$ cat src/sv/rpcc_pkg.sv
// ----------------------------------------------------------------------------
// rpcc_pkg: shared types and constants of the RTC prescaler/calendar counter
// Register codes, operation codes, bit positions and the item structs that
// pass between the top level and the core.
// ----------------------------------------------------------------------------
package rpcc_pkg;

   typedef enum logic [1:0] {
      OP_TICK  = 2'd0,
      OP_READ  = 2'd1,
      OP_WRITE = 2'd2
   } op_type;

   typedef enum logic [3:0] {
      REG_CTRL  = 4'd0,
      REG_CON   = 4'd1,
      REG_T14   = 4'd2,
      REG_CNT   = 4'd3,
      REG_REL   = 4'd4,
      REG_ISNC  = 4'd5,
      REG_ALARM = 4'd6,
      REG_ISNRC = 4'd7,
      REG_ID    = 4'd8
   } reg_index_type;

   localparam logic [31:0] ID_VALUE       = 32'hF049_C011;
   localparam logic [31:0] CON_ACCPOS     = 32'h0000_8000;
   localparam logic [15:0] T14_RESET      = 16'd61440;
   localparam logic [15:0] TICK_MAX       = 16'hFFFF;
   localparam logic [31:0] ALARM_RESET    = 32'hFFFF_FFFF;

   localparam int CON_RUN = 0;
   localparam int CON_PRE = 1;
   localparam int CON_DEC = 2;
   localparam int CON_INC = 3;

   localparam int CTRL_INT     = 0;
   localparam int CTRL_BAD     = 1;
   localparam int CTRL_CLR_INT = 6;
   localparam int CTRL_CLR_BAD = 7;

   localparam logic [11:0] EN_MASK   = 12'h555;
   localparam logic [11:0] REQ_MASK  = 12'hAAA;
   localparam logic [11:0] REQ_T14   = 12'h002;
   localparam logic [11:0] REQ_FLD0  = 12'h008;
   localparam logic [11:0] REQ_FLD1  = 12'h020;
   localparam logic [11:0] REQ_FLD2  = 12'h080;
   localparam logic [11:0] REQ_FLD3  = 12'h200;
   localparam logic [11:0] REQ_ALARM = 12'h800;

   typedef struct packed {
      logic [1:0]  op;
      logic [3:0]  reg_index;
      logic [31:0] write_data;
   } item_type;

   typedef struct packed {
      logic [31:0] read_data;
      logic        irq_pulse;
      logic        int_flag;
   } result_type;

endpackage

$ cat src/sv/rpcc_core.sv
// ----------------------------------------------------------------------------
// rpcc_core: register file, tick counter, calendar and request logic
// Holds all RTC state and applies one item per cycle when fire is high,
// returning the result of that item.
// ----------------------------------------------------------------------------
module rpcc_core (
   input  logic                 clock,
   input  logic                 reset,
   input  logic                 fire,
   input  rpcc_pkg::item_type   item,
   input  logic                 cfg_write,
   input  logic [15:0]          cfg_value,
   output rpcc_pkg::result_type result
);

   logic [5:0]  control_ff,  control_in;
   logic [3:0]  mode_ff,     mode_in;
   logic [15:0] tick_ff,     tick_in;
   logic [15:0] reload_ff,   reload_in;
   logic [31:0] cal_ff,      cal_in;
   logic [31:0] cal_rel_ff,  cal_rel_in;
   logic [11:0] req_ff,      req_in;
   logic [31:0] alarm_ff,    alarm_in;
   logic [2:0]  pre_ff,      pre_in;

   logic [15:0] t_dec, t_adj;
   logic        inc_ok, overflow, go, count_now;
   logic [2:0]  pre_next;
   logic [31:0] cal_step;
   logic [3:0]  ones, carry;
   logic [11:0] raised, fresh, enabled;
   logic        irq;
   logic [31:0] rd;
   logic [31:0] wd;

   always_comb begin
      wd = item.write_data;

      pre_next  = pre_ff + 3'd1;
      go        = !mode_ff[rpcc_pkg::CON_PRE] || (pre_next == 3'd0);
      count_now = (rpcc_pkg::op_type'(item.op) == rpcc_pkg::OP_TICK)
                  && mode_ff[rpcc_pkg::CON_RUN] && go;

      t_dec    = mode_ff[rpcc_pkg::CON_DEC] ? tick_ff - 16'd1 : tick_ff;
      inc_ok   = mode_ff[rpcc_pkg::CON_INC] && (t_dec != rpcc_pkg::TICK_MAX);
      t_adj    = inc_ok ? t_dec + 16'd1 : t_dec;
      overflow = (t_adj == rpcc_pkg::TICK_MAX);

      ones[0]  = &cal_ff[9:0];
      ones[1]  = &cal_ff[15:10];
      ones[2]  = &cal_ff[21:16];
      ones[3]  = &cal_ff[31:22];
      carry[0] = 1'b1;
      carry[1] = ones[0];
      carry[2] = ones[0] & ones[1];
      carry[3] = ones[0] & ones[1] & ones[2];

      cal_step[9:0]   = !carry[0] ? cal_ff[9:0] :
                        ones[0] ? cal_rel_ff[9:0] : cal_ff[9:0] + 10'd1;
      cal_step[15:10] = !carry[1] ? cal_ff[15:10] :
                        ones[1] ? cal_rel_ff[15:10] : cal_ff[15:10] + 6'd1;
      cal_step[21:16] = !carry[2] ? cal_ff[21:16] :
                        ones[2] ? cal_rel_ff[21:16] : cal_ff[21:16] + 6'd1;
      cal_step[31:22] = !carry[3] ? cal_ff[31:22] :
                        ones[3] ? cal_rel_ff[31:22] : cal_ff[31:22] + 10'd1;

      raised = rpcc_pkg::REQ_T14
             | ((carry[0] & ones[0]) ? rpcc_pkg::REQ_FLD0 : 12'd0)
             | ((carry[1] & ones[1]) ? rpcc_pkg::REQ_FLD1 : 12'd0)
             | ((carry[2] & ones[2]) ? rpcc_pkg::REQ_FLD2 : 12'd0)
             | ((carry[3] & ones[3]) ? rpcc_pkg::REQ_FLD3 : 12'd0)
             | ((cal_ff == alarm_ff) ? rpcc_pkg::REQ_ALARM : 12'd0);
      fresh   = raised & ~req_ff & rpcc_pkg::REQ_MASK;
      enabled = {req_ff[10:0] & rpcc_pkg::EN_MASK[10:0], 1'b0};

      control_in = control_ff;
      mode_in    = mode_ff;
      tick_in    = tick_ff;
      reload_in  = reload_ff;
      cal_in     = cal_ff;
      cal_rel_in = cal_rel_ff;
      req_in     = req_ff;
      alarm_in   = alarm_ff;
      pre_in     = pre_ff;
      irq        = 1'b0;
      rd         = 32'd0;

      if (fire) begin
         unique case (rpcc_pkg::op_type'(item.op))
            rpcc_pkg::OP_TICK: begin
               if (mode_ff[rpcc_pkg::CON_RUN] && mode_ff[rpcc_pkg::CON_PRE]) begin
                  pre_in = pre_next;
               end
               if (count_now) begin
                  if (mode_ff[rpcc_pkg::CON_DEC]) begin
                     mode_in[rpcc_pkg::CON_DEC] = 1'b0;
                  end
                  if (inc_ok) begin
                     mode_in[rpcc_pkg::CON_INC] = 1'b0;
                  end
                  if (overflow) begin
                     tick_in = reload_ff;
                     cal_in  = cal_step;
                     req_in  = req_ff | raised;
                     irq     = |(fresh & enabled);
                     if (irq) begin
                        control_in[rpcc_pkg::CTRL_INT] = 1'b1;
                     end
                  end else begin
                     tick_in = t_adj + 16'd1;
                  end
               end
            end
            rpcc_pkg::OP_READ: begin
               unique case (rpcc_pkg::reg_index_type'(item.reg_index))
                  rpcc_pkg::REG_CTRL:  rd = {26'd0, control_ff};
                  rpcc_pkg::REG_CON:   rd = rpcc_pkg::CON_ACCPOS | {28'd0, mode_ff};
                  rpcc_pkg::REG_T14:   rd = {tick_ff, reload_ff};
                  rpcc_pkg::REG_CNT:   rd = cal_ff;
                  rpcc_pkg::REG_REL:   rd = cal_rel_ff;
                  rpcc_pkg::REG_ISNC:  rd = {20'd0, req_ff};
                  rpcc_pkg::REG_ALARM: rd = alarm_ff;
                  rpcc_pkg::REG_ID:    rd = rpcc_pkg::ID_VALUE;
                  default:             rd = 32'd0;
               endcase
            end
            rpcc_pkg::OP_WRITE: begin
               unique case (rpcc_pkg::reg_index_type'(item.reg_index))
                  rpcc_pkg::REG_CTRL: begin
                     control_in = {wd[5:2],
                                   control_ff[rpcc_pkg::CTRL_BAD] & ~wd[rpcc_pkg::CTRL_CLR_BAD],
                                   control_ff[rpcc_pkg::CTRL_INT] & ~wd[rpcc_pkg::CTRL_CLR_INT]};
                  end
                  rpcc_pkg::REG_CON: mode_in = wd[3:0];
                  rpcc_pkg::REG_T14: begin
                     tick_in   = wd[31:16];
                     reload_in = wd[15:0];
                  end
                  rpcc_pkg::REG_CNT:   cal_in = wd;
                  rpcc_pkg::REG_REL:   cal_rel_in = wd;
                  rpcc_pkg::REG_ISNC: begin
                     req_in = (wd[11:0] & rpcc_pkg::EN_MASK)
                            | (req_ff & wd[11:0] & rpcc_pkg::REQ_MASK);
                  end
                  rpcc_pkg::REG_ALARM: alarm_in = wd;
                  rpcc_pkg::REG_ISNRC: begin
                     req_in = req_ff & ~{wd[10:0] & rpcc_pkg::EN_MASK[10:0], 1'b0};
                  end
                  default: ;
               endcase
            end
            default: ;
         endcase
      end

      if (cfg_write) begin
         tick_in   = cfg_value;
         reload_in = cfg_value;
      end

      result.read_data = rd;
      result.irq_pulse = irq;
      result.int_flag  = control_in[rpcc_pkg::CTRL_INT];
   end

   always_ff @(posedge clock) begin
      if (reset) begin
         control_ff <= '0;
         mode_ff    <= 4'b0011;
         tick_ff    <= rpcc_pkg::T14_RESET;
         reload_ff  <= rpcc_pkg::T14_RESET;
         cal_ff     <= '0;
         cal_rel_ff <= '0;
         req_ff     <= '0;
         alarm_ff   <= rpcc_pkg::ALARM_RESET;
         pre_ff     <= '0;
      end else begin
         control_ff <= control_in;
         mode_ff    <= mode_in;
         tick_ff    <= tick_in;
         reload_ff  <= reload_in;
         cal_ff     <= cal_in;
         cal_rel_ff <= cal_rel_in;
         req_ff     <= req_in;
         alarm_ff   <= alarm_in;
         pre_ff     <= pre_in;
      end
   end

endmodule

$ cat src/sv/rtc_prescaler_calendar_counter_top.sv
// ----------------------------------------------------------------------------
// rtc_prescaler_calendar_counter_top: RTC with prescaler and calendar counter
// Input register, state core and result register with valid/stall handshake.
//
//   channel | direction | handshake      | payload
//   req_    | in        | valid / stall  | op, reg_index, write_data
//   rsp_    | out       | valid / stall  | read_data, irq_pulse, int_flag
//   csr_    | in        | valid / ready  | t14_reset_value
//
// One item per cycle unless the result is stalled; each result is registered.
// The state core updates all registers in the cycle an item leaves the
// input register, so the next item sees the new state at once.
// Synchronous active-high reset; no clearing pass.
// A stalled result holds; the input register moves on when the result
// register is empty or being taken. csr writes are taken while no item waits.
// ----------------------------------------------------------------------------
module rtc_prescaler_calendar_counter_top (
   input  logic        clock,
   input  logic        reset,
   input  logic        req_valid,
   output logic        req_stall,
   input  logic [1:0]  req_op,
   input  logic [3:0]  req_reg_index,
   input  logic [31:0] req_write_data,
   output logic        rsp_valid,
   input  logic        rsp_stall,
   output logic [31:0] rsp_read_data,
   output logic        rsp_irq_pulse,
   output logic        rsp_int_flag,
   input  logic        csr_valid,
   output logic        csr_ready,
   input  logic [15:0] csr_t14_reset_value
);

   logic                 in_valid_ff;
   rpcc_pkg::item_type   in_item_ff;
   logic                 out_valid_ff;
   rpcc_pkg::result_type out_result_ff;
   rpcc_pkg::result_type core_result;
   logic                 advance;
   logic                 accept;

   assign advance   = in_valid_ff && (!out_valid_ff || !rsp_stall);
   assign req_stall = in_valid_ff && !advance;
   assign accept    = req_valid && !req_stall;
   assign csr_ready = !in_valid_ff;

   rpcc_core u_core (
      .clock     (clock),
      .reset     (reset),
      .fire      (advance),
      .item      (in_item_ff),
      .cfg_write (csr_valid && csr_ready),
      .cfg_value (csr_t14_reset_value),
      .result    (core_result)
   );

   always_ff @(posedge clock) begin
      if (reset) begin
         in_valid_ff  <= 1'b0;
         out_valid_ff <= 1'b0;
      end else begin
         if (accept) begin
            in_valid_ff <= 1'b1;
         end else if (advance) begin
            in_valid_ff <= 1'b0;
         end
         if (advance) begin
            out_valid_ff <= 1'b1;
         end else if (!rsp_stall) begin
            out_valid_ff <= 1'b0;
         end
      end
   end

   always_ff @(posedge clock) begin
      if (accept) begin
         in_item_ff <= '{op: req_op, reg_index: req_reg_index, write_data: req_write_data};
      end
      if (advance) begin
         out_result_ff <= core_result;
      end
   end

   assign rsp_valid     = out_valid_ff;
   assign rsp_read_data = out_result_ff.read_data;
   assign rsp_irq_pulse = out_result_ff.irq_pulse;
   assign rsp_int_flag  = out_result_ff.int_flag;

endmodule

$ cat config.mk
export PLATFORM = sky130hd
export DESIGN_NAME = rtc_prescaler_calendar_counter_top
export DESIGN_NICKNAME = d
export VERILOG_FILES = /design/src/sv/rpcc_pkg.sv /design/src/sv/rpcc_core.sv /design/src/sv/rtc_prescaler_calendar_counter_top.sv
export SDC_FILE = /design/constraint.sdc
export NUM_CORES = 1
export LEC_CHECK = 0
export BUFFER_PORTS_ARGS = -buffer_cell sky130_fd_sc_hd__clkbuf_2
export CAP_MARGIN = 20
export CORE_UTILIZATION = 60
export CTS_CLUSTER_SIZE = 10
export DETAILED_ROUTE_END_ITERATION = 10
export PLACE_DENSITY = 0.9
export SETUP_SLACK_MARGIN = 0.05
export SLEW_MARGIN = 20
export SYNTH_ARGS = -nofsm -noshare
export SYNTH_HDL_FRONTEND = slang
export SYNTH_SLANG_ARGS = --single-unit
export TNS_END_PERCENT = 5
$ cat constraint.sdc
create_clock -name clock -period 5.96 [get_ports clock]
set_clock_uncertainty 0.15 [all_clocks]
set_input_delay 0.894 -clock clock [delete_from_list [all_inputs] [get_ports clock]]
set_output_delay 0.894 -clock clock [all_outputs]
set_load 0.05 [all_outputs]
After elaboration in Yosys (flattened, before gate mapping)
Cells that the tools add are included.

Register bits after elaboration: 227. Bits of input ports: 59. Output and inout bits: 37. Logic and storage cells: 167.

$add $sub $neg: 8. Equality and inequality tests: 25. Mux-type cells: 47. Bitwise gates (word level): 19. Reduce and logical (&&, ||, !) cells: 45.

Operator list (count): $pmux 32 s8 (1); $mux 16 (11); $mux 32 (3); $pmux 32 s2 (1); $or 12x12->12 (5); $and 12x12->12 (4); $pmux 12 s2 (2); $mux 10 (4); $mux 12 (3); $add 16x1->16 const B (2); $eq 32x32->1 (1); $pmux 16 s2 (1); $mux 6 (5); $reduce_and 6->1 (5); $not 12->12 (2); $reduce_and 3->1 (7); $add 10x1->10 const B (2); $reduce_and 10->1 (2); $eq 16x16->1 const B (1); $eq 4x3->1 const B (4); $ne 16x16->1 const B (1); $sub 16x1->16 const B (1); $reduce_and 5->1 (3); $ne 2x1->1 const B (7); 30 further kinds (66).

Logic depth before layout (Yosys ltp)
Depth in word-level cells: 15. Depth in mapped cells: 20. Mapped depth without buffers: 18.

By module
A second synthesis with hierarchy kept.

Cell total of the unflattened synthesis: 1450. Area, all modules: 12698.4 um2.

Modules (own cells, without submodules): rpcc_core (instances 1, cells an instance 1366, area an instance 10440.0 um2, sequential area each 3062.9 um2); rtc_prescaler_calendar_counter_top (instances 1, cells an instance 84, area an instance 2258.4 um2, sequential area each 2202.1 um2).

Worst setup path after synthesis
No wires, ideal clock.

Path kind: reg-to-reg. Start point: register u_core.tick_ff[5]. End point: register u_core.tick_ff[1]. Library setup time: 131 ps. Data arrival time: 4389 ps. Required time: 5679 ps. Setup slack: 1290 ps. Stages on the path, launching flop included: 18. Path buffers: 2. Clock period less this slack: 4670 ps. Cell sequence: dfxtp_1 clkbuf_1 or4_1 nor3_1 mux2_2 nor4_4 nand2_2 nand2_1 xnor2_1 ha_1 inv_1 a2111o_1 nor4_4 nand2_2 buf_6 mux2_4 a221oi_2 a21oi_1.

Cells in the longest elaborated chain, start to end: 11. Elaborated cells between the ends (all ways): 13. Those cells by class: add/sub: 3; eq/ne: 2; mux: 7; reduce/logical: 1.

RTL lines: from (decl) (RTL line rpcc_core.sv:18) `logic [15:0] tick_ff, tick_in;`; from (signal assigned) (RTL line rpcc_core.sv:170) `tick_ff <= rpcc_pkg::T14_RESET;`; from (signal assigned) (RTL line rpcc_core.sv:180) `tick_ff <= tick_in;`; $sub 16x1->16 (RTL line rpcc_core.sv:44) `t_dec = mode_ff[rpcc_pkg::CON_DEC] ? tick_ff - 16'd1 : tick_ff;`; $mux 16 (*) (RTL line rpcc_core.sv:44); $ne 16x16->1 (RTL line rpcc_core.sv:45) `inc_ok = mode_ff[rpcc_pkg::CON_INC] && (t_dec != rpcc_pkg::TICK_MAX);`; $logic_and 1x1->1 (RTL line rpcc_core.sv:45); $mux 16 (*) (RTL line rpcc_core.sv:46) `t_adj = inc_ok ? t_dec + 16'd1 : t_dec;`; $add 16x1->16 or $eq 16x16->1 (tied branches) (RTL line rpcc_core.sv:110, rpcc_core.sv:47); $mux 16 (*) (RTL line rpcc_core.sv:101) `if (overflow) begin`; $mux 16 (*) (RTL line rpcc_core.sv:94) `if (count_now) begin`; $pmux 16 s2 (*) (RTL line rpcc_core.sv:89) `unique case (rpcc_pkg::op_type'(item.op))`; $mux 16 (*) (RTL line rpcc_core.sv:88) `if (fire) begin`; $mux 16 (*) (RTL line rpcc_core.sv:156) `if (cfg_write) begin`.

Mark *: on every way between the ends. The rest lies on a longest branch, timed or not. The select of a mux whose other input is x is not followed. A chain may end at the register's enable or synchronous reset.

Worst setup path after layout
Start point: register u_core.mode_ff[2]. End point: register u_core.tick_ff[4].

Cells in the longest elaborated chain, start to end: 10. Elaborated cells between the ends (all ways): 12. Those cells by class: add/sub: 2; eq/ne: 2; mux: 7; reduce/logical: 1.

RTL lines: from (decl) (RTL line rpcc_core.sv:17) `logic [3:0] mode_ff, mode_in;`; from (signal assigned) (RTL line rpcc_core.sv:179) `mode_ff <= mode_in;`; $mux 16 (*) (RTL line rpcc_core.sv:44); parallel branches: the longest is 2 deep, another holds $add 16x1->16; $mux 16 (*) (RTL line rpcc_core.sv:46); $add 16x1->16 or $eq 16x16->1 (tied branches) (RTL line rpcc_core.sv:110, rpcc_core.sv:47); $mux 16 (*) (RTL line rpcc_core.sv:101); $mux 16 (*) (RTL line rpcc_core.sv:94); $pmux 16 s2 (*) (RTL line rpcc_core.sv:89); $mux 16 (*) (RTL line rpcc_core.sv:88); $mux 16 (*) (RTL line rpcc_core.sv:156).

Mark *: on every way between the ends. The select of a mux whose other input is x is not followed.

==> results.yml <==
cts:
  htree_levels: 1
  cts_made_buffers: 27
  cts_sinks: 227
  clk_latency_ns: 0.56
  max-clock-path-buffers: 3
  cts_tree: "built"
  post_cts_buffers: 0
  cts_hold_buf: 0
  clkTransAtPathRegs_ns: 0.06
  cts_resized: 0
  root_buffer: "clkbuf_16"
route:
  drc_errors: 0
  ant_nets: 0
  first_pass_iters: 6
  routed_via_density: 6.89
  routedWlPerCell_microns: 23.7
  drt_iter0_drc: 2153
  drt_wl_total_microns: 43300
  vias: 12600
finish:
  nFillCells: 1617
  regArea_sq_um: 5270
  final_util: 0.683
  multiInputGateArea_sq_um: 6670
  antenna_cells: 0
  areaGrowthSynthToFinish_pct: 11.1
  nets: 1606
  drive_above_1_share: 0.125
setup_path:
  rr_startpoint: "u_core.mode_ff[2]"
  start_kind: "register"
  worst-setup-path-type: "reg -> reg"
  worstPathMaxFanout: 17
  worstRegToRegCells: 16
  critPathCaptureType: "register"
  reg2reg_slack_ns: 0.37
  worstPathRequired_ns: 6.18
  crit_chain: "or4b_1 > buf_4 > nor4_2 > xnor2_1 > nor4_4 > nand2_2 > nand2_1 > xnor2_1 > ha_1 > inv_1 > a2111o_1 > nor4_4 > nand2_2 > nand2_1 > o21ai_1 > a221oi_1"
  critPathArrivalTime_ns: 5.81
  rr_endpoint: "u_core.tick_ff[4]"
  slowest_delay_ns: 0.62
  cpMaxStageDelayCell: "a221oi_1"
timing:
  finalSetupViolations: 0
  maxSlewViolCount: 0
  period_share: 0.938
  rsz0062_at_grt: "false"
  timing_hold_violations_final: 0
  final.setup.tns_ns: 0
  slew_headroom: 0.210
  worst_pin_slew_ns: 1.18
  fmax_mhz: 179
  fin_crit_ns: 5.59
place:
  io_buffers: 95
  hpwl_microns: 30100
  place.gp.congestion: 1.04
grt:
  track_usage: 0.395
  grt_pass1_vias: 11500
  antenna_found_initial: 0
  grt_pass1_wl_microns: 65500
  grt_max_degree: 78
  overflow: 0
run:
  drv_cap: 0
power:
  power_leakage_nw: 4.93
  p_per_area_nw_per_um2: 259
  ir_worst_vdd_mv: 0.233
  total_power_mw: 3.59
yosys:
  async_reset_ff_frac: 0
  ys_ff_latch: 227
  synth_area_sq_um: 12500
  synth_cell_types: 83
  syn_area_per_cell_sq_um: 8.27
  synth-edff-count: 72
  synth_nets: 1577
  seq_area_frac_synth: 0.422
  synth-main-ff-cell: "dfxtp_1"
  syn_inst: 1509
  yosysWarnings: 0
floorplanning:
  placementRows: 52
  coreArea_sq_um: 20300
  die_h_microns: 146
  die-area_sq_um: 21400
  io_pins: 96
  start_util: 0.615
  die_x_microns: 146
min_path:
  hp-class: "reg -> reg"
  min_to: "u_core.control_ff[2]"
  whs_path_depth: 2
  worstHoldStart: "u_core.control_ff[2]"
status:
  status: "completed"
cell usage after synthesis, types with 4 or more instances:
master       n  share of area
a211o_1      7         0.0049
a211oi_1    12         0.0072
a21boi_0     7         0.0042
a21oi_1    139          0.056
a221oi_1    15          0.011
a222oi_1    23          0.018
a22oi_1     17          0.010
a311oi_1    16          0.011
a31oi_1     18         0.0090
and2_1      11         0.0055
and3_1      11         0.0055
and4_1       4         0.0028
buf_1        6         0.0018
buf_2        4         0.0016
clkbuf_1   113          0.034
dfxtp_1    155           0.25
edfxtp_1    72           0.17
ha_1         9         0.0090
inv_1       17         0.0051
mux2_2       4         0.0036
mux2i_1     35          0.028
nand2_1    269          0.081
nand2b_1     7         0.0035
nand3_1     85          0.034
nand4_1     14         0.0070
nor2_1     140          0.042
nor2b_1      8         0.0040
nor3_1      26          0.010
nor4_1      19         0.0095
o2111ai_1    4         0.0028
o211ai_1    10         0.0060
o21a_1       5         0.0030
o21ai_0     55          0.022
o21ai_1      5         0.0020
or3_1       10         0.0050
or4_1        4         0.0024
xnor2_1     32          0.022
xor2_1      48          0.034
worst max path at each step:
stage,to,from,slack [ns]
2_1_floorplan,u_core.tick_ff[1],u_core.tick_ff[5],1.29
3_3_place_gp,u_core.cal_ff[31],u_core.tick_ff[4],0.68
3_5_place_dp,u_core.cal_ff[31],u_core.tick_ff[4],0.57
4_1_cts,u_core.cal_ff[31],u_core.mode_ff[2],0.55
5_1_grt,u_core.cal_ff[31],u_core.tick_ff[0],0.13
6_report,u_core.tick_ff[4],u_core.mode_ff[2],0.37
power by group:
part           leakage [nW]  internal (mW)  switching (mW)
logic                  2.60          0.116           0.261
registers              1.95           1.65          0.0689
clock network         0.379          0.861           0.642
flip-flops by register name, summed over array words and instances (netlist names):
| name | flops |
|---|---|
| u_core.pre_ff | 3 |
| rsp_valid | 1 |
| u_core.cal_rel_ff | 32 |
| u_core.tick_ff | 16 |
| rsp_read_data | 32 |
| in_valid_ff | 1 |
| u_core.reload_ff | 16 |
| in_item_ff | 38 |
| rsp_irq_pulse | 1 |
| rsp_int_flag | 1 |
| u_core.control_ff | 6 |
| u_core.alarm_ff | 32 |
| u_core.mode_ff | 4 |
| u_core.cal_ff | 32 |
| u_core.req_ff | 12 |
metrics by stage:
step	cells	cell area, sq um	worst slack [ns]	hold slack (ns)
final	1828	13900	0.372	0.314
after global routing	1828	13900	0.130	0.327
after CTS	1827	13800	0.548	0.309
after detailed placement	1778	13100	0.568	0.301
after global placement	1778	13100	0.676	0.292
after floorplan	1509	12500	1.29	0.286
layout by cell type (no fill, tap or decap), types with 18 or more instances in the layout:
master / count
dfxtp_1: 155
buf_4: 33
clkbuf_16: 27
a222oi_1: 23
clkbuf_1: 18
nand3_1: 85
xor2_1: 48
o21ai_0: 54
nand2_1: 269
edfxtp_1: 72
mux2i_1: 35
a21oi_1: 139
nor2_1: 140
xnor2_1: 32
nor4_1: 18
clkbuf_2: 94
a31oi_1: 18
nor3_1: 26
layer usage:
metal	vias up	track usage	part of all wire
li1	5521	-	-
met1	5866	0.519	0.37
met2	991	0.605	0.43
met3	218	0.0947	0.14
met4	0	0.208	0.065
met5	-	0	0
kinds of logic (layout without fill, tap and decap cells):
family	Yosys count	in the layout	share of synthesized area
and+or+nand+nor	636	636	0.235
AOI/OAI and AO/OA	371	371	0.197
DFF	227	227	0.422
buffers and inverters	145	194	0.0462
xor gates and xnor gates	81	81	0.0574
muxes	40	40	0.0329
adders and majority gates	9	9	0.00902
area by class of cell:
cell class	instances	area share
Inverter	17	0.00460
Tap cell	270	0.0244
Clock inverter	3	0.00244
Sequential cell	227	0.380
Timing Repair Buffer	128	0.0532
Clock buffer	46	0.0546
Multi-Input combinational cell	1137	0.481
critical path: cells and delay by family (launching register included):
family,cells,cell delay [ns]
and+or+nand+nor,8,2.63
AOI/OAI and AO/OA,3,1.08
DFF,1,0.55
xor gates and xnor gates,2,0.42
buffers and inverters,2,0.29
adders and majority gates,1,0.27
(Power assumes the default switching activity.)
